<file path="src/hw/rtl/pds_pkg.sv">
// Types and fixed constants of the PLL divider solver.
// Depends on nothing; used by the core, the divider and the checker.
`default_nettype none

package pds_pkg;

   typedef enum logic [3:0] {
      ST_IDLE,
      ST_PRECHK,
      ST_MUL1,
      ST_MUL2,
      ST_MUL3,
      ST_DIV,
      ST_CNEXT,
      ST_PNEXT,
      ST_DONE
   } state_type;

   localparam logic [1:0] CODE_OK      = 2'd0;
   localparam logic [1:0] CODE_INVALID = 2'd1;
   localparam logic [1:0] CODE_NOFIT   = 2'd2;

   localparam int unsigned REF_W  = 32;
   localparam int unsigned WANT_W = 30;

   localparam logic [25:0] PLL_IN_MIN_HZ = 26'd5000000;
   localparam logic [25:0] PLL_IN_MAX_HZ = 26'd64000000;
   localparam logic [30:0] VCO_MIN_HZ    = 31'd500000000;
   localparam logic [30:0] VCO_MAX_HZ    = 31'd1600000000;
   localparam logic [29:0] OUT_MAX_HZ    = 30'd800000000;
   localparam logic [8:0]  FB_MIN        = 9'd16;
   localparam logic [8:0]  FB_MAX        = 9'd400;

endpackage

`default_nettype wire

</file>
<file path="src/hw/rtl/pds_divider.sv">
// Restoring radix-2 divider, one quotient bit per cycle.
// Depends on pds_pkg for the divisor width.
`default_nettype none

module pds_divider
   import pds_pkg::*;
#(
   parameter int unsigned NUM_W = 40
) (
   input  wire logic               clock,
   input  wire logic               reset,
   input  wire logic               start,
   input  wire logic [NUM_W-1:0]   dividend,
   input  wire logic [REF_W-1:0]   divisor,
   output logic                    done,
   output logic [NUM_W-1:0]        quotient,
   output logic                    rem_zero
);

   localparam int unsigned CNT_W = $clog2(NUM_W + 1);

   logic               run_ff,  run_in;
   logic               done_ff, done_in;
   logic [CNT_W-1:0]   cnt_ff,  cnt_in;
   logic [REF_W-1:0]   rem_ff,  rem_in;
   logic [NUM_W-1:0]   quo_ff,  quo_in;
   logic [REF_W:0]     trial;
   logic               fits;

   always_comb begin
      trial = {rem_ff, quo_ff[NUM_W-1]};
      fits  = (trial >= {1'b0, divisor});
      run_in  = run_ff;
      done_in = 1'b0;
      cnt_in  = cnt_ff;
      rem_in  = rem_ff;
      quo_in  = quo_ff;
      if (start) begin
         run_in = 1'b1;
         cnt_in = CNT_W'(NUM_W);
         rem_in = '0;
         quo_in = dividend;
      end else if (run_ff) begin
         // shift the next dividend bit in, keep the difference when it fits
         rem_in = fits ? REF_W'(trial - {1'b0, divisor}) : trial[REF_W-1:0];
         quo_in = {quo_ff[NUM_W-2:0], fits};
         cnt_in = cnt_ff - CNT_W'(1);
         if (cnt_ff == CNT_W'(1)) begin
            run_in  = 1'b0;
            done_in = 1'b1;
         end
      end
   end

   always_ff @(posedge clock) begin
      if (reset) begin
         run_ff  <= 1'b0;
         done_ff <= 1'b0;
         cnt_ff  <= '0;
      end else begin
         run_ff  <= run_in;
         done_ff <= done_in;
         cnt_ff  <= cnt_in;
      end
      rem_ff <= rem_in;
      quo_ff <= quo_in;
   end

   assign done     = done_ff;
   assign quotient = quo_ff;
   assign rem_zero = (rem_ff == '0);

endmodule

`default_nettype wire

</file>
<file path="src/hw/rtl/pll_divider_solver_core.sv">
// PLL divider solver: searches pre, post and feedback dividers for an exact output.
// Depends on pds_pkg and pds_divider.
// Raise start with both frequencies while busy is low; busy then stays high until the
// single result word shows on the rsp_ ports for one cycle with rsp_valid, and that word
// must be taken right then since the block cannot be held off. Zero operands and
// targets above 800 MHz answer in the cycle right after the word is taken. A search
// walks pre-divider 1..PRE_DIV_MAX, checking each against the PLL input range, and tries
// post divider pairs in turn on one shared multiplier; pairs whose VCO lands in window
// add the serial divider (NUM_W = 30 + pre bits + 2 * post bits, 40 by default).
`default_nettype none

module pll_divider_solver_core
   import pds_pkg::*;
#(
   parameter int unsigned PRE_DIV_MAX  = 15,
   parameter int unsigned POST_DIV_MAX = 7
) (
   input  wire logic          clock,
   input  wire logic          reset,
   input  wire logic          start,
   output logic               busy,
   input  wire logic [31:0]   req_ref_freq_hz,
   input  wire logic [31:0]   req_want_freq_hz,
   output logic               rsp_valid,
   output logic [1:0]         rsp_result_code,
   output logic [8:0]         rsp_fb_divide,
   output logic [3:0]         rsp_pre_divide,
   output logic [2:0]         rsp_post_divide_one,
   output logic [2:0]         rsp_post_divide_two,
   output logic [29:0]        rsp_out_freq_hz
);

   localparam int unsigned PRE_W  = $clog2(PRE_DIV_MAX + 1);
   localparam int unsigned POST_W = $clog2(POST_DIV_MAX + 1);
   localparam int unsigned MB_W   = (PRE_W > POST_W) ? PRE_W : POST_W;
   localparam int unsigned NUM_W  = WANT_W + PRE_W + 2 * POST_W;
   localparam int unsigned LIM_W  = REF_W + PRE_W;

   state_type            state_ff, state_in;
   logic [REF_W-1:0]     ref_ff,   ref_in;
   logic [WANT_W-1:0]    want_ff,  want_in;
   logic [PRE_W-1:0]     pre_ff,   pre_in;
   logic [POST_W-1:0]    p1_ff,    p1_in;
   logic [POST_W-1:0]    p2_ff,    p2_in;
   logic [8:0]           fb_ff,    fb_in;
   logic [1:0]           code_ff,  code_in;
   logic [NUM_W-1:0]     prod_ff,  prod_in;

   logic                 accept;
   logic                 in_zero, in_high;
   logic [LIM_W-1:0]     lim_lo, lim_hi;
   logic                 pre_ok;
   logic [NUM_W-1:0]     mul_a, mul_res;
   logic [MB_W-1:0]      mul_b;
   logic                 vco_ok;
   logic                 div_start, div_done, div_rem_zero;
   logic [NUM_W-1:0]     div_quo;
   logic                 fb_ok;

   assign accept  = start && (state_ff == ST_IDLE);
   assign in_zero = (req_ref_freq_hz == '0) || (req_want_freq_hz == '0);
   assign in_high = (req_want_freq_hz > {2'b00, OUT_MAX_HZ});

   assign lim_lo = LIM_W'(PLL_IN_MIN_HZ) * LIM_W'(pre_ff);
   assign lim_hi = LIM_W'(PLL_IN_MAX_HZ) * LIM_W'(pre_ff);
   assign pre_ok = (LIM_W'(ref_ff) >= lim_lo) && (LIM_W'(ref_ff) <= lim_hi);

   // shared multiplier: want*p2, then *p1, then *pre
   always_comb begin
      unique case (state_ff)
         ST_MUL1: begin
            mul_a = NUM_W'(want_ff);
            mul_b = MB_W'(p2_ff);
         end
         ST_MUL2: begin
            mul_a = prod_ff;
            mul_b = MB_W'(p1_ff);
         end
         ST_MUL3: begin
            mul_a = prod_ff;
            mul_b = MB_W'(pre_ff);
         end
         default: begin
            mul_a = '0;
            mul_b = '0;
         end
      endcase
   end

   assign mul_res = NUM_W'(mul_a * NUM_W'(mul_b));

   // exact fit means ref*fb equals the product, so the VCO (ref*fb over pre) is want*p1*p2
   assign vco_ok = (mul_res >= NUM_W'(VCO_MIN_HZ)) && (mul_res <= NUM_W'(VCO_MAX_HZ));

   assign div_start = (state_ff == ST_MUL3);

   pds_divider #(
      .NUM_W (NUM_W)
   ) u_div (
      .clock    (clock),
      .reset    (reset),
      .start    (div_start),
      .dividend (mul_res),
      .divisor  (ref_ff),
      .done     (div_done),
      .quotient (div_quo),
      .rem_zero (div_rem_zero)
   );

   assign fb_ok = div_rem_zero && (div_quo >= NUM_W'(FB_MIN)) && (div_quo <= NUM_W'(FB_MAX));

   // next state
   always_comb begin
      state_in = state_ff;
      unique case (state_ff)
         ST_IDLE: begin
            if (accept) begin
               state_in = (in_zero || in_high) ? ST_DONE : ST_PRECHK;
            end
         end
         ST_PRECHK: state_in = pre_ok ? ST_MUL1 : ST_PNEXT;
         ST_MUL1:   state_in = ST_MUL2;
         ST_MUL2:   state_in = vco_ok ? ST_MUL3 : ST_CNEXT;
         ST_MUL3:   state_in = ST_DIV;
         ST_DIV: begin
            if (div_done) begin
               state_in = fb_ok ? ST_DONE : ST_CNEXT;
            end
         end
         ST_CNEXT: begin
            if ((p1_ff != POST_W'(POST_DIV_MAX)) || (p2_ff != POST_W'(POST_DIV_MAX))) begin
               state_in = ST_MUL1;
            end else begin
               state_in = ST_PNEXT;
            end
         end
         ST_PNEXT:  state_in = (pre_ff != PRE_W'(PRE_DIV_MAX)) ? ST_PRECHK : ST_DONE;
         ST_DONE:   state_in = ST_IDLE;
         default:   state_in = ST_IDLE;
      endcase
   end

   // datapath updates
   always_comb begin
      ref_in  = ref_ff;
      want_in = want_ff;
      pre_in  = pre_ff;
      p1_in   = p1_ff;
      p2_in   = p2_ff;
      fb_in   = fb_ff;
      code_in = code_ff;
      prod_in = prod_ff;
      unique case (state_ff)
         ST_IDLE: begin
            if (accept) begin
               ref_in  = req_ref_freq_hz;
               want_in = req_want_freq_hz[WANT_W-1:0];
               pre_in  = PRE_W'(1);
               code_in = in_zero ? CODE_INVALID : CODE_NOFIT;
            end
         end
         ST_PRECHK: begin
            p1_in = POST_W'(1);
            p2_in = POST_W'(1);
         end
         ST_MUL1, ST_MUL2, ST_MUL3: prod_in = mul_res;
         ST_DIV: begin
            if (div_done && fb_ok) begin
               fb_in   = div_quo[8:0];
               code_in = CODE_OK;
            end
         end
         ST_CNEXT: begin
            if (p1_ff != POST_W'(POST_DIV_MAX)) begin
               p1_in = p1_ff + POST_W'(1);
            end else if (p2_ff != POST_W'(POST_DIV_MAX)) begin
               // restart post1 at the new post2
               p2_in = p2_ff + POST_W'(1);
               p1_in = p2_ff + POST_W'(1);
            end
         end
         ST_PNEXT: begin
            if (pre_ff != PRE_W'(PRE_DIV_MAX)) begin
               pre_in = pre_ff + PRE_W'(1);
            end
         end
         default: begin
         end
      endcase
   end

   always_ff @(posedge clock) begin
      if (reset) begin
         state_ff <= ST_IDLE;
         code_ff  <= CODE_NOFIT;
      end else begin
         state_ff <= state_in;
         code_ff  <= code_in;
      end
      ref_ff  <= ref_in;
      want_ff <= want_in;
      pre_ff  <= pre_in;
      p1_ff   <= p1_in;
      p2_ff   <= p2_in;
      fb_ff   <= fb_in;
      prod_ff <= prod_in;
   end

   // outputs
   always_comb begin
      busy                = (state_ff != ST_IDLE);
      rsp_valid           = (state_ff == ST_DONE);
      rsp_result_code     = code_ff;
      rsp_fb_divide       = '0;
      rsp_pre_divide      = '0;
      rsp_post_divide_one = '0;
      rsp_post_divide_two = '0;
      rsp_out_freq_hz     = '0;
      if (code_ff == CODE_OK) begin
         rsp_fb_divide       = fb_ff;
         rsp_pre_divide      = 4'(pre_ff);
         rsp_post_divide_one = 3'(p1_ff);
         rsp_post_divide_two = 3'(p2_ff);
         rsp_out_freq_hz     = want_ff;
      end
   end

endmodule

`default_nettype wire

</file>
<file path="config.mk">
export PLATFORM = sky130hd
export DESIGN_NAME = pll_divider_solver_core
export DESIGN_NICKNAME = d
export VERILOG_FILES = /design/src/hw/rtl/pds_pkg.sv /design/src/hw/rtl/pds_divider.sv /design/src/hw/rtl/pll_divider_solver_core.sv
export SDC_FILE = /design/constraint.sdc
export NUM_CORES = 1
export LEC_CHECK = 0
export ABC_AREA = 1
export BUFFER_PORTS_ARGS = -buffer_cell sky130_fd_sc_hd__buf_2
export CORE_MARGIN = 1.5
export CORE_UTILIZATION = 60
export DETAILED_ROUTE_END_ITERATION = 8
export PLACE_DENSITY = 0.79
export SLEW_MARGIN = 20
export SYNTH_ARGS = -nofsm -noshare
export SYNTH_HDL_FRONTEND = slang
export SYNTH_HIERARCHICAL = 1
export SYNTH_SLANG_ARGS = --single-unit
</file>
<file path="constraint.sdc">
create_clock -name clock -period 6.7 [get_ports clock]
set_clock_uncertainty 0.2 [all_clocks]
set_input_delay 0.335 -clock clock [delete_from_list [all_inputs] [get_ports clock]]
set_output_delay 0.335 -clock clock [all_outputs]
set_load 0.05 [all_outputs]
</file>
==> summary.md, run 1 <==
| Metric | Value |
|---|---|
| Min-Delay Path Depth | 7 |
| Reg2Reg Depth | 28 |
| GRT overflow | 0 |
| Vias in the first global route | ~19000 |
| Io pins | 120 |
| WL/cell | about 18 um |
| Die area | approximately 0.034 sq mm |
| Buffers on Ports | between 100 and 150 |
| Drt total wl | 63100 um |
| Row count | 66 |
| DR pass1 iterations | 5 |
| Run status | complete, no violations |
| Area grow syn2layout | 12.5% |
| VDD IR-drop max | 199 uV |
| Pin count of the biggest net entering global routing | roughly 60 |
| Unrepaired setup endpoints after global routing | false |
| Finished layout cell area | around 0.022 sq mm |
| Sequential element share of the synthesized area | between 20 and 30% |
| Most frequent CP cell | nand2_1 |
| Final Max Tran Viols | 0 |
| Gp weighted congestion | 0.966 |
| Final period utilization | a little over nine tenths |
| Max Root-Sink Buffers | 3 |
| DR DRC count | 0 |
| Final setup TNS | 0 ns |
| Final core occ | 68.7% |
| Synth top cells by count | nand2_1 (866), inv_1 (615), nor2_1 (261) |
| Post-synth ARST share | 0% |
| CTS Sinks | 207 |
| Final ANT Viol Nets | 0 |
| Setup Buffers After CTS | 0 |
| Post-synth net total | around 3200 |
| Initial core utilization | 61.1% |
| Post-Synthesis Cells | ~2900 |
| Die Wd | 185 um |
| # hold bufs at CTS | 64 |
| Top cells by area, synth | edfxtp_1 (24%), nand2_1 (16%), inv_1 (12%) |
| Worst path max stage delay | approximately 0.62 ns |
| Max-slew headroom | between 30% and 40% |
| Synth top area share | between 20% and 30% |
| Root Driver | clkbuf_16 |
| Crit path DAT | around 6.5 ns |
| Via count | 19300 |
| First-pass GRT wire length | between 90000 and 100000 um |
| Synth unique cells | 53 |
| Number of gates resized after cts | 0 |
| Max Fanout on Critical Path | 33 |
| # Max-Cap Violations | 0 |
| Lkg Pwr | approximately 12 nW |
| Core box area | roughly 0.033 sq mm |
| CTS tree | done |
| CP required | around 7.0 ns |
| Fmax | approximately 160 MHz |
| Placed cell areas | 0.0210 sq mm |
| Critical Path End Type | register |
| Largest area contributor in the netlist | edfxtp_1 |
| Die Y | about 190 um |
| Vias per cell | roughly 5.5 |
| Antenna diodes | 0 |
| Synth Register Bits | roughly 210 |
| Kind of critical path | reg2reg |
| Hold Crit Class | in2reg |
| Dominant synthesized flop cell | edfxtp_1 |
| Initial antenna violation count | 0 |
| Nets@finish | 3339 |
| Share of post-route cells with drive strength above 1 | just under 9% |
| Synth Warn # | 6 |
| Synthesized cell area | 0.0199 sq mm |
| GR Util All Layers | around 37% |
| CTS H-tree depth | 1 |
| Count leader, synth | nand2_1 |
| CTS buffer count | 25 |
| Crit path launch type | register |
| Worst slew pin tran | 1.01 ns |
| Hold slack | 0.286 ns |
| Power density over the cells | about 230 mW/mm^2 |
| Crit-path slowest cell | nand2_2 |
| Detailed placer's ending HPWL | slightly below 50000 um |
| Mean Syn Cell Area | roughly 7.0 sq um |
| Final Hold Viols | 0 |
| Setup violators final | 0 |
| EDFF count, synth | ~160 |
| Worst-skew pair later-pin latency | approximately 0.57 ns |
| Worst-path clk slew | 0.06 ns |
| DR iter-0 viols | 1655 |
| Final min period | between 6 and 7 ns |
| Power, Total | 5.23 mW |
area by class of cell:
cell class / count / area, sq um
tap: 442 / 553
clock buffer: 27 / 633
inverter: 637 / 2390
timing repair buffer: 200 / 1360
clock inverter: 19 / 159
sequential: 207 / 5760
multi-input combinational: 1972 / 11600
fill: 2788 / 10200
through the flow:
stage / setup slack, ns / std cells
6_report: 0.424 / 3504
4_1_cts: 0.537 / 3504
3_5_place_dp: 0.619 / 3394
2_1_floorplan: 2.00 / 2866
5_1_grt: 0.116 / 3504
3_3_place_gp: 0.703 / 3394
flip-flops by register name, summed over array words and instances (netlist names), 6 cells and up:
name and count:
u_div/rem_ff 32, prod_ff 40, fb_ff 9, want_ff 30, u_div/cnt_ff 6, u_div/quotient 40, ref_ff 32
where the power goes:
| group | switching, mW | total, mW | internal [mW] | leakage (nW) |
|---|---|---|---|---|
| combinational | 1.46 | 2.21 | 0.755 | 10.0 |
| sequential | 0.151 | 1.69 | 1.54 | 1.86 |
| clock | 0.585 | 1.32 | 0.734 | 0.378 |
layout by cell type (no fill, tap or decap), types with 13 or more instances in the layout:
cell type      count
nor2_1           259
nor4_1            30
o21ai_1           21
inv_2             19
fa_1              81
a22oi_1           28
o21ai_0           38
dfxtp_1           46
dlygate4sd3_1     64
ha_1             148
buf_2            119
xnor2_1           25
nor3_1            33
buf_4             17
inv_1            615
a21oi_1           87
edfxtp_1         161
nand3_1          142
nand3b_1          29
xor2_1            18
nand4_1           41
clkbuf_16         25
nand2_2           22
nand2_1          866
nor2_2            13
logic make-up (layout without fill, tap and decap cells):
family                     count (synthesis)  in the layout  share of synthesized area [%]
buffers and inverters                    687            883                           13.1
adders and majority gates                229            229                           17.4
and+or+nand+nor                         1482           1482                           32.1
AOI/OAI and AO/OA                        218            218                           6.55
xor gates and xnor gates                  43             43                           1.89
DFF                                      207            207                           28.9
worst paths after layout:
check | startpoint | slack [ns] | endpoint
max | state_ff[2] | 0.42 | state_ff[1]
min reg2reg | u_div/quotient[1] | 0.30 | fb_ff[1]
max reg2reg | state_ff[2] | 0.42 | state_ff[1]
min | req_want_freq_hz[30] | 0.29 | rsp_result_code[1]
routing by layer:
metal | global-route usage [%] | share of wire, % | vias up
met5 | 0 | 0 | -
met4 | 21.4 | 6.2 | 0
met3 | 4.92 | 6.7 | 212
met2 | 61.7 | 46 | 839
met1 | 46.7 | 41 | 8941
li1 | - | - | 9317
worst max-delay path, delay by kind of cell (launching register included):
kind | cells | cell delay (ns)
AND/OR/NAND/NOR | 23 | 3.61
adder cells (fa/ha/maj) | 3 | 1.66
flip-flops | 1 | 0.34
AO/OA/AOI/OAI | 1 | 0.30
buffers and inverters | 1 | 0.06
Note: power is estimated with default switching activity, not from simulation.
==> run 2, diff against run 1 <==
--- a/config.mk
+++ b/config.mk
@@ -8,9 +8,9 @@
 export ABC_AREA = 1
 export BUFFER_PORTS_ARGS = -buffer_cell sky130_fd_sc_hd__buf_2
 export CORE_MARGIN = 1.5
-export CORE_UTILIZATION = 60
+export CORE_UTILIZATION = 39
 export DETAILED_ROUTE_END_ITERATION = 8
-export PLACE_DENSITY = 0.79
+export PLACE_DENSITY = 0.55
 export SLEW_MARGIN = 20
 export SYNTH_ARGS = -nofsm -noshare
 export SYNTH_HDL_FRONTEND = slang
==> summary.md, run 2 (synthesis gave the netlist of run 1 again) <==
| Metric | Value |
|---|---|
| R2R setup slack | between 0.4 and 0.5 ns |
| Lkg Pwr | between 10 and 15 nW |
| Core box area | 0.0503 sq mm |
| Via count | 18600 |
| Sequential cell area | 0.00576 sq mm |
| Final core occ | 45.3% |
| First-pass GRT wire length | 102000 um |
| Area grow syn2layout | 14.2% |
| Nets@finish | about 3300 |
| Psw | ~2.2 mW |
| Setup Buffers After CTS | 0 |
| Critical Path End Type | register |
| Max Fanout on Critical Path | 30 |
| Vias in the first global route | 18600 |
| Final period utilization | between 90 and 100% |
| Filler Cell Count | approximately 5200 |
| Power share of the clock group | a little over a quarter |
| Io pins | 120 |
| Max-slew headroom | between 30% and 40% |
| Detailed placer's ending HPWL | 52200 um |
| Power density over the cells | about 230 mW/mm^2 |
| Vias per cell | 4.99 |
| Final min period | about 6.2 ns |
| Crit-path slowest cell | fa_1 |
| Worst R2R Start | state_ff[0] |
| Logic gate share of total power | about two fifths |
| Critical Path Source | state_ff[0] |
| Die area | roughly 0.052 sq mm |
| GRT overflow | 0 |
| CTS H-tree depth | 1 |
| Multi-input logic area | approximately 0.012 sq mm |
| Pin count of the biggest net entering global routing | 59 |
| CTS buffer count | 26 |
| VDD IR-drop max | 159 uV |
| Row count | 82 |
| Most frequent CP cell | nand2_1 |
| Root Driver | clkbuf_16 |
| Final ANT Viol Nets | 0 |
| Kind of critical path | reg2reg |
| Final setup TNS | 0 ns |
| Most frequent cells in the layout | nand2_1 (866), inv_1 (615), nor2_1 (259), edfxtp_1 (161), ha_1 (148) |
| Fmax | roughly 160 MHz |
| Final Hold Viols | 0 |
| WL/cell | approximately 17 um |
| Share of post-route cells with drive strength above 1 | approximately 8.7% |
| Die Wd | between 200 and 250 um |
| Worst-path clk slew | roughly 0.060 ns |
| DR pass1 iterations | 8 |
| Final Max Tran Viols | 0 |
| CP required | 6.93 ns |
| Worst path max stage delay | about 0.52 ns |
| CTS Sinks | approximately 210 |
| Worst setup path endpoint | state_ff[1] |
| CTS tree | done |
| Die Y | 229 um |
| Antenna diodes | 0 |
| Sw Share | 41.2% |
| Run status | complete, no violations |
| Hold Crit Class | in2reg |
| Setup violators final | 0 |
| Initial core utilization | 39.6% |
| Sequential Power Share | between 30% and 40% |
| Drt total wl | around 64000 um |
| Worst slew pin tran | about 0.97 ns |
| # Max-Cap Violations | 0 |
| Reg2Reg Depth | 30 |
| Internal Power | 3.12 mW |
| GR Util All Layers | 24.4% |
| Unrepaired setup endpoints after global routing | false |
| Worst-skew pair later-pin latency | 0.56 ns |
| Gp weighted congestion | roughly 0.96 |
| RR Endpoint | state_ff[1] |
| DR iter-0 viols | 1248 |
| Most common cell after layout, fill and taps aside | nand2_1 |
| Crit path launch type | register |
| Initial antenna violation count | 0 |
| Crit path DAT | between 6 and 7 ns |
| Post-route setup slack | roughly 0.47 ns |
| Buffers on Ports | around 120 |
| Max Root-Sink Buffers | 3 |
| Pre-CTS setup slack | 0.537 ns |
| DR DRC count | 0 |
[run 2: per-stage QoR]
stage                     cells  cell area, sq um  power [mW]  hold WS, ns
final                      3733             22800        5.30       0.0498
after global routing       3733             22800        5.67       0.0550
after CTS                  3733             22800        5.31       0.0134
after detailed placement   3623             21300        3.84        0.277
after global placement     3623             21300        3.83        0.272
after floorplan            2866             19900        3.27        0.202
[run 2: worst max-delay path: cells and delay by family (launching register included)]
family,cells,cell delay [ns]
AO/OA/AOI/OAI,3,1.13
adder cells (fa/ha/maj),3,1.49
buffers and inverters,7,0.57
flip-flops,1,0.38
AND/OR/NAND/NOR,17,2.35
[run 2: layer usage]
| metal | up-vias | GRT usage (%) | part of all wire [%] |
|---|---|---|---|
| li1 | 9309 | - | - |
| met1 | 8781 | 31.9 | 45 |
| met2 | 438 | 42.5 | 48 |
| met3 | 99 | 1.93 | 3.5 |
| met4 | 0 | 8.26 | 3.7 |
| met5 | - | 0 | 0 |
[run 2: power by group through the flow]
stage,sequential [mW],combinational [mW],clock [mW]
final,1.69,2.18,1.42
after global routing,1.71,2.47,1.49
after CTS,1.69,2.17,1.45
after detailed placement,1.72,2.13,0
after global placement,1.71,2.11,0
after floorplan,1.65,1.62,0
[run 2: layout make-up]
class,count,share of cell area [%]
multi-input combinational,1972,50.8
inverter,637,10.5
clock buffer,36,3.29
clock inverter,11,0.473
timing repair buffer,198,5.91
tap,672,3.69
sequential,207,25.3
[run 2: timing repair]
| item | 4_1_cts | 5_1_grt |
|---|---|---|
| resized for setup | 0 | 0 |
| hold buffers | 63 | 0 |
| setup endpoints to repair | 0 | 0 |
| endpoints found under the hold margin | 71 | 0 |
[run 2: how the worst min path moves through the flow]
stage / startpoint / slack, ns / cells past startpoint / endpoint
floorplan: reset / 0.20 / 1 / state_ff[1]
global placement: u_div/quotient[2] / 0.27 / 0 / fb_ff[2]
detailed placement: u_div/quotient[3] / 0.28 / 0 / fb_ff[3]
CTS: start / 0.01 / 3 / state_ff[3]
global route: start / 0.06 / 3 / state_ff[3]
finish: start / 0.05 / 3 / state_ff[3]
